## src/sv/rau_pkg.sv

```systemverilog
// ----------------------------------------------------------------------------
// Rational arithmetic unit package
// Opcode and status codes used by the core and its testbench.
// ----------------------------------------------------------------------------
package rau_pkg;

	localparam logic [2:0] OP_ADD = 3'd0;
	localparam logic [2:0] OP_SUB = 3'd1;
	localparam logic [2:0] OP_MUL = 3'd2;
	localparam logic [2:0] OP_DIV = 3'd3;
	localparam logic [2:0] OP_CMP = 3'd4;

	localparam logic [1:0] ST_OK   = 2'd0;
	localparam logic [1:0] ST_OVF  = 2'd1;
	localparam logic [1:0] ST_ERR  = 2'd2;

endpackage

```

## src/sv/rau_divider.sv

```systemverilog
// ----------------------------------------------------------------------------
// Rational arithmetic unit divider
// Restoring divider, one quotient bit per cycle, giving quotient and remainder.
// ----------------------------------------------------------------------------
module rau_divider #(
	parameter int W = 32
) (
	input  logic         clk,
	input  logic         arst_n,
	input  logic         start,
	input  logic [W-1:0] dividend,
	input  logic [W-1:0] divisor,
	output logic         done,
	output logic [W-1:0] quot,
	output logic [W-1:0] rem
);

	localparam int CW = $clog2(W + 1);

	logic [W-1:0]  q_q;
	logic [W-1:0]  r_q;
	logic [W-1:0]  d_q;
	logic [CW-1:0] cnt_q;
	logic          busy_q;
	logic [W:0]    trial;
	logic [W:0]    diff;

	// One shift and subtract step of the long division.
	assign trial = {r_q, q_q[W-1]};
	assign diff  = trial - {1'b0, d_q};

	always_ff @(posedge clk or negedge arst_n) begin
		if (!arst_n) begin
			busy_q <= 1'b0;
			cnt_q  <= '0;
			done   <= 1'b0;
		end else begin
			done <= 1'b0;
			if (start) begin
				busy_q <= 1'b1;
				cnt_q  <= CW'(W);
			end else if (busy_q) begin
				cnt_q <= cnt_q - 1'b1;
				if (cnt_q == CW'(1)) begin
					busy_q <= 1'b0;
					done   <= 1'b1;
				end
			end
		end
	end

	always_ff @(posedge clk) begin
		if (start) begin
			q_q <= dividend;
			r_q <= '0;
			d_q <= divisor;
		end else if (busy_q) begin
			if (!diff[W]) begin
				r_q <= diff[W-1:0];
				q_q <= {q_q[W-2:0], 1'b1};
			end else begin
				r_q <= trial[W-1:0];
				q_q <= {q_q[W-2:0], 1'b0};
			end
		end
	end

	assign quot = q_q;
	assign rem  = r_q;

endmodule

```

## src/sv/rational_arith_unit_core.sv

```systemverilog
// ----------------------------------------------------------------------------
// Rational arithmetic unit core
// Adds, subtracts, multiplies, divides or compares two fractions and reduces
// an arithmetic result by the greatest common divisor.
// ----------------------------------------------------------------------------
// Usage:
// The input channel takes one item (opcode and two fractions) when in_valid
// is high and in_stall is low; in_stall stays high from that edge until the
// result item has been taken, so items are handled one at a time.
// The result item sits in output registers with out_valid until out_stall
// is low; a stalled result holds and no new item is taken meanwhile.
// Sequence after an item is accepted: error cases go straight to the output
// state; compare runs three sequenced multiplies and a combine step. An
// arithmetic item runs the same and then one Euclid step on the shared
// divider per remainder of the GCD (at most about 3*FIELD_BITS steps,
// usually far fewer), a step to close the GCD, two divisions by the GCD
// and one range check. The shared restoring divider gives one quotient bit
// per cycle, and each Euclid step or division holds the sequencer until the
// divider is done. Each taken result returns the sequencer to its idle
// state before the next item is taken.
// Reset clears the sequencer and the output valid; an item at work is dropped.
// ----------------------------------------------------------------------------
module rational_arith_unit_core
	import rau_pkg::*;
#(
	parameter int FIELD_BITS = 16
) (
	input  logic                  clk,
	input  logic                  arst_n,
	input  logic                  in_valid,
	output logic                  in_stall,
	input  logic [2:0]            opcode,
	input  logic [FIELD_BITS-1:0] a_num,
	input  logic [FIELD_BITS-2:0] a_den,
	input  logic [FIELD_BITS-1:0] b_num,
	input  logic [FIELD_BITS-2:0] b_den,
	output logic                  out_valid,
	input  logic                  out_stall,
	output logic [FIELD_BITS-1:0] res_num,
	output logic [FIELD_BITS-2:0] res_den,
	output logic                  is_equal,
	output logic [1:0]            status
);

	localparam int N  = FIELD_BITS;
	localparam int W  = 2 * FIELD_BITS + 1;

	localparam logic [3:0] S_IDLE = 4'd0;
	localparam logic [3:0] S_M1   = 4'd1;
	localparam logic [3:0] S_M2   = 4'd2;
	localparam logic [3:0] S_COMB = 4'd3;
	localparam logic [3:0] S_GSTR = 4'd4;
	localparam logic [3:0] S_GWT  = 4'd5;
	localparam logic [3:0] S_D1S  = 4'd6;
	localparam logic [3:0] S_D1W  = 4'd7;
	localparam logic [3:0] S_D2S  = 4'd8;
	localparam logic [3:0] S_D2W  = 4'd9;
	localparam logic [3:0] S_FIN  = 4'd10;
	localparam logic [3:0] S_OUT  = 4'd11;
	localparam logic [3:0] S_M3   = 4'd12;

	logic [3:0]   state_q;
	logic [2:0]   op_q;
	logic         sa_q, sb_q, neg_q;
	logic [N-1:0] am_q, bm_q;
	logic [N-2:0] ad_q, bd_q;
	logic [W-1:0] t1_q, t2_q, t3_q, mag_q, den_q, gx_q, gy_q, g_q;
	logic [N-1:0] mul_a;
	logic [N-1:0] mul_b;
	logic [2*N-1:0] prod_raw;
	logic [W-1:0] prod;
	logic         dv_start;
	logic [W-1:0] dv_a, dv_b, dv_q, dv_r;
	logic         dv_done;
	logic [N-1:0] an_mag, bn_mag;

	assign an_mag = a_num[N-1] ? N'(-a_num) : a_num;
	assign bn_mag = b_num[N-1] ? N'(-b_num) : b_num;

	// Shared multiplier operands, chosen by sequencer state and opcode.
	always_comb begin
		mul_a = am_q;
		mul_b = {1'b0, bd_q};
		if (state_q == S_M2) begin
			mul_a = bm_q;
			mul_b = {1'b0, ad_q};
		end
		if (state_q == S_M1 && op_q == OP_MUL) mul_b = bm_q;
		if (state_q == S_M2 && op_q == OP_MUL) begin
			mul_a = {1'b0, ad_q};
			mul_b = {1'b0, bd_q};
		end
		if (state_q == S_M2 && op_q == OP_DIV) begin
			mul_a = {1'b0, ad_q};
			mul_b = bm_q;
		end
		// The third product is the common denominator of add and subtract.
		if (state_q == S_M3) begin
			mul_a = {1'b0, ad_q};
			mul_b = {1'b0, bd_q};
		end
	end
	assign prod_raw = mul_a * mul_b;
	assign prod     = {1'b0, prod_raw};

	// Shared divider for Euclid steps and the final reduction.
	always_comb begin
		dv_start = 1'b0;
		dv_a = gx_q;
		dv_b = gy_q;
		case (state_q)
			S_GSTR: dv_start = 1'b1;
			S_D1S: begin
				dv_start = 1'b1;
				dv_a = mag_q;
				dv_b = g_q;
			end
			S_D2S: begin
				dv_start = 1'b1;
				dv_a = den_q;
				dv_b = g_q;
			end
			default: dv_start = 1'b0;
		endcase
	end

	rau_divider #(.W(W)) u_div (
		.clk(clk), .arst_n(arst_n), .start(dv_start), .dividend(dv_a),
		.divisor(dv_b), .done(dv_done), .quot(dv_q), .rem(dv_r)
	);

	assign in_stall = (state_q != S_IDLE);

	// Sequencer.
	always_ff @(posedge clk or negedge arst_n) begin
		if (!arst_n) begin
			state_q   <= S_IDLE;
			out_valid <= 1'b0;
		end else begin
			case (state_q)
				S_IDLE: begin
					if (in_valid) begin
						if (opcode > OP_CMP || a_den == '0 || b_den == '0 ||
						    (opcode == OP_DIV && b_num == '0)) begin
							state_q <= S_OUT;
							out_valid <= 1'b1;
						end else begin
							state_q <= S_M1;
						end
					end
				end
				S_M1: state_q <= S_M2;
				S_M2: state_q <= S_M3;
				S_M3: state_q <= S_COMB;
				S_COMB: begin
					if (op_q == OP_CMP) begin
						state_q <= S_OUT;
						out_valid <= 1'b1;
					end else begin
						state_q <= S_GSTR;
					end
				end
				S_GSTR: begin
					if (gy_q == '0) state_q <= S_D1S;
					else state_q <= S_GWT;
				end
				S_GWT: if (dv_done) state_q <= S_GSTR;
				S_D1S: state_q <= S_D1W;
				S_D1W: if (dv_done) state_q <= S_D2S;
				S_D2S: state_q <= S_D2W;
				S_D2W: if (dv_done) state_q <= S_FIN;
				S_FIN: begin
					state_q <= S_OUT;
					out_valid <= 1'b1;
				end
				S_OUT: begin
					if (!out_stall) begin
						state_q <= S_IDLE;
						out_valid <= 1'b0;
					end
				end
				default: state_q <= S_IDLE;
			endcase
		end
	end

	// Datapath registers.
	always_ff @(posedge clk) begin
		case (state_q)
			S_IDLE: begin
				op_q <= opcode;
				sa_q <= a_num[N-1];
				sb_q <= b_num[N-1];
				am_q <= an_mag;
				bm_q <= bn_mag;
				ad_q <= a_den;
				bd_q <= b_den;
				res_num  <= '0;
				res_den  <= '0;
				is_equal <= 1'b0;
				status   <= ST_ERR;
			end
			S_M1: t1_q <= prod;
			S_M2: begin
				t2_q <= prod;
				if (op_q == OP_SUB && bm_q != '0) sb_q <= ~sb_q;
			end
			S_M3: t3_q <= prod;
			S_COMB: begin
				if (op_q == OP_CMP) begin
					res_num <= '0;
					res_den <= (N-1)'(1);
					status  <= ST_OK;
					is_equal <= (t1_q == t2_q) && ((sa_q == sb_q) || t1_q == '0);
				end else begin
					if (op_q == OP_MUL || op_q == OP_DIV) begin
						mag_q <= t1_q;
						den_q <= t2_q;
						neg_q <= sa_q ^ sb_q;
						gx_q  <= t1_q;
						gy_q  <= t2_q;
					end else begin
						den_q <= t3_q;
						gy_q  <= t3_q;
						if (sa_q == sb_q) begin
							mag_q <= t1_q + t2_q;
							gx_q  <= t1_q + t2_q;
							neg_q <= sa_q;
						end else if (t1_q >= t2_q) begin
							mag_q <= t1_q - t2_q;
							gx_q  <= t1_q - t2_q;
							neg_q <= sa_q;
						end else begin
							mag_q <= t2_q - t1_q;
							gx_q  <= t2_q - t1_q;
							neg_q <= sb_q;
						end
					end
				end
			end
			S_GSTR: if (gy_q == '0) g_q <= gx_q;
			S_GWT: if (dv_done) begin
				gx_q <= gy_q;
				gy_q <= dv_r;
			end
			S_D1W: if (dv_done) mag_q <= dv_q;
			S_D2W: if (dv_done) den_q <= dv_q;
			S_FIN: begin
				if (mag_q == '0) begin
					res_num <= '0;
					res_den <= (N-1)'(1);
					status  <= ST_OK;
				end else if (den_q > W'({(N-1){1'b1}}) ||
				             mag_q > (neg_q ? (W'(1) << (N-1)) : W'({(N-1){1'b1}}))) begin
					res_num <= '0;
					res_den <= '0;
					status  <= ST_OVF;
				end else begin
					res_num <= neg_q ? N'(-mag_q) : mag_q[N-1:0];
					res_den <= den_q[N-2:0];
					status  <= ST_OK;
				end
			end
			default: ;
		endcase
	end

`ifndef SYNTHESIS
	// A result is only shown in the output state.
	assert property (@(posedge clk) disable iff (!arst_n)
		out_valid |-> state_q == S_OUT) else $error("valid outside output state");
	// A stalled result holds.
	assert property (@(posedge clk) disable iff (!arst_n)
		out_valid && out_stall |=> out_valid && $stable(res_num) && $stable(status))
		else $error("stalled result changed");
	// No item is taken while one is at work.
	assert property (@(posedge clk) disable iff (!arst_n)
		state_q != S_IDLE |-> in_stall) else $error("accepted while busy");
	// The sequencer does not leave the GCD wait for any state but the Euclid start.
	assert property (@(posedge clk) disable iff (!arst_n)
		state_q == S_GWT && !dv_done |=> state_q == S_GWT || state_q == S_GSTR)
		else $error("sequencer left GCD wait early");
`endif

endmodule

```

## config.mk

```make
export PLATFORM = sky130hd
export DESIGN_NAME = rational_arith_unit_core
export DESIGN_NICKNAME = d
export VERILOG_FILES = /design/src/sv/rau_pkg.sv /design/src/sv/rau_divider.sv /design/src/sv/rational_arith_unit_core.sv
export SDC_FILE = /design/constraint.sdc
export NUM_CORES = 2
export LEC_CHECK = 0
export ABC_AREA = 1
export ABC_CLOCK_PERIOD_IN_PS = 11000
export BUFFER_PORTS_ARGS = -buffer_cell sky130_fd_sc_hd__buf_2
export CORE_AREA = 5 5 276 278
export DETAILED_ROUTE_END_ITERATION = 16
export DIE_AREA = 0 0 281 283
export GPL_ROUTABILITY_DRIVEN = 0
export PLACE_DENSITY_LB_ADDON = 0.12
export SYNTH_ARGS = -nofsm -noshare
export SYNTH_HDL_FRONTEND = slang
export SYNTH_SLANG_ARGS = --single-unit
```

## constraint.sdc

```tcl
create_clock -name clk -period 11 [get_ports clk]
set_input_delay 0.55 -clock clk [delete_from_list [all_inputs] [get_ports clk]]
set_output_delay 0.55 -clock clk [all_outputs]
set_load 0.005 [all_outputs]
```

==> out/metrics.yaml <==
ys_warn_count: 0
finalHoldViolCount: 0
antenna_found_initial: 1
core_mm2: 0.0737
routedWlPerCell_um: 21.9
fin_nets: 5641
syn_avg_cell_area_um2: 7.85
fill_cells: 6811
antennaDiodeCount: 0
clk_latency_ns: 0.66
yosysTopAreaCell: "edfxtp_1"
critical_path_buf_inv_count: 8
drive_above_1_share_pct: 7.46
path_depth: 26
yosysTopAreaCellShare_pct: 32.3
grt_overflow_total: 0
num_rows: 100
grt_usage_pct: 33.1
max_freq_mhz: 115
instances_no_fill: 6133
clkTransAtPathRegs_ns: 0.06
num_vias: 35400
place.detailed.hpwl_um: 106000
wl_um: 135000
placed_cells: 6033
reg2reg_depth: 26
synth_seq_cells: 475
crit_end: "t1_q[29]"
hold_buffers: 1
cts_root_buf: "clkbuf_16"
numCtsBuffers: 53
holdWs_ns: 0.0879
worstSetupStartpoint: "op_q[1]"
fin_util_pct: 58.3
hp-class: "primary input to flip-flop"
drt_first_iter_violations: 4166
syn-cell-area_mm2: 0.0399
dieArea_mm2: 0.0795
firstDrtPassIters: 8
clockBufferDepth: 3
violations: "max-capacitance violations"
cp_data_arrival_time_ns: 9.12
drv_slew: 0
seq_area_frac_synth_pct: 34.7
grt_pass1_vias: 34100
relSlewSlack_pct: 0.152
synth_nets: 5606
grt_start_max_net_pins: 86
syn_to_final_growth_pct: 7.56
cp-end-kind: "flip-flop"
ctsResizeCount: 0
synth_edf_count: 429
skew_ns: 0.0340
max_stage_delay_ns: 1.00
final_cell_mix: "nand2_1 (1430), inv_1 (815), edfxtp_1 (429)"
h-tree-depth: 2
outcome: "complete, but fails checks"
rsz0062_at_grt: "false"
place.port_buffers: 104
start_util_pct: 54.2
fin_crit_sh_pct: 79.1
cp_max_fo: 37
antenna_left: 0
ys.flop_type: "edfxtp_1"
ioPinCount: 105
setup_viol: 0
async_reset_ff_share_pct: 2.74
worst_path_max_delay_cell: "o21ai_1"
final_common_cell: "nand2_1"
grt_first_pass_wirelength_um: 202000
r2r_slack_ns: 2.30
tritoncts: "yes"
r2r_start: "op_q[1]"
synth_cells: 5085
worst_ep_required_time_ns: 11.42
die_w_um: 281
clock-sinks: 475
synth_cell_types: 61
start_kind: "flip-flop"
whs_path_depth: 1
period_needed_ns: 8.70
tns_ns: 0
maxCapViolations: 1
crit_family: "adder cells"
worst_pin_slew_ns: 1.48
vias_per_cell: 5.77
die_h_um: 283
drcViolationCount: 0
post_cts_buffers: 0
synth_area_leaders: "edfxtp_1 (32%), nand2_1 (13%), fa_1 (9.9%)"
worstSetupPathType: "flip-flop to flip-flop"
r2r_end: "t1_q[29]"
metrics by stage:
| step | worst slack, ns | instance area (um2) |
|---|---|---|
| 2_1_floorplan | 4.08 | 39900 |
| 3_3_place_gp | 2.60 | 41000 |
| 3_5_place_dp | 2.53 | 41000 |
| 4_1_cts | 2.46 | 42900 |
| 5_1_grt | 1.80 | 42900 |
| 6_report | 2.30 | 42900 |
cell families after synthesis:
family | Yosys count | synth area share, %
compound gates | 653 | 9.23
buf+inv | 1017 | 10.4
simple gates | 2354 | 24.8
fa+ha+maj | 452 | 17.9
xor+xnor | 120 | 2.63
mux | 14 | 0.395
flops | 475 | 34.7
area by class of cell:
class	count	area [um2]	area share [%]
Multi-Input combinational cell	3593	22000	51.2
Sequential cell	475	13900	32.3
Inverter	866	3250	7.58
Clock buffer	62	1380	3.21
Tap cell	969	1210	2.82
Timing Repair Buffer	131	726	1.69
Clock inverter	37	523	1.22
worst min-delay path by stage:
stage	from	end
3_3_place_gp	gx_q[8]	g_q[8]
5_1_grt	a_den[4]	ad_q[4]
2_1_floorplan	arst_n	out_valid
3_5_place_dp	gx_q[8]	g_q[8]
4_1_cts	a_den[4]	ad_q[4]
6_report	a_den[4]	ad_q[4]
sequential cells by signal, indices dropped and copies added, names as in the netlist, 2 cells and up:
name / count
t3_q: 32
bd_q: 15
state_q: 4
u_div.cnt_q: 6
bm_q: 16
t1_q: 32
gx_q: 33
am_q: 16
u_div.rem: 33
res_den: 15
t2_q: 32
mag_q: 33
u_div.quot: 33
res_num: 16
u_div.d_q: 33
op_q: 3
status: 2
ad_q: 15
g_q: 33
den_q: 33
gy_q: 33
per-layer routing:
| layer | track usage, % | share of wire, % | up-vias |
|---|---|---|---|
| met1 | 42.6 | 38 | 16600 |
| met3 | 6.94 | 10 | 420 |
| met5 | 0 | 0.0097 | - |
| met4 | 18.7 | 7.1 | 2 |
| li1 | - | - | 16400 |
| met2 | 52.0 | 44 | 1927 |
cell usage after synthesis, types with 24 or more instances:
cell type / number
o21ai_1: 24
nand2_2: 31
o21ai_0: 273
nor4_1: 27
nand4_1: 60
nand2_1: 1430
a21oi_1: 231
clkbuf_1: 49
xnor2_1: 42
buf_2: 43
inv_1: 816
edfxtp_1: 429
dfxtp_1: 33
xor2_1: 78
nor2_1: 386
nand3_1: 294
fa_1: 198
nor3_1: 61
ha_1: 254
inv_2: 44
buf_4: 33
Power is left out: the tool's default activity adds up to more than one toggle a clock period on the data nets, which glitch-free logic cannot reach.
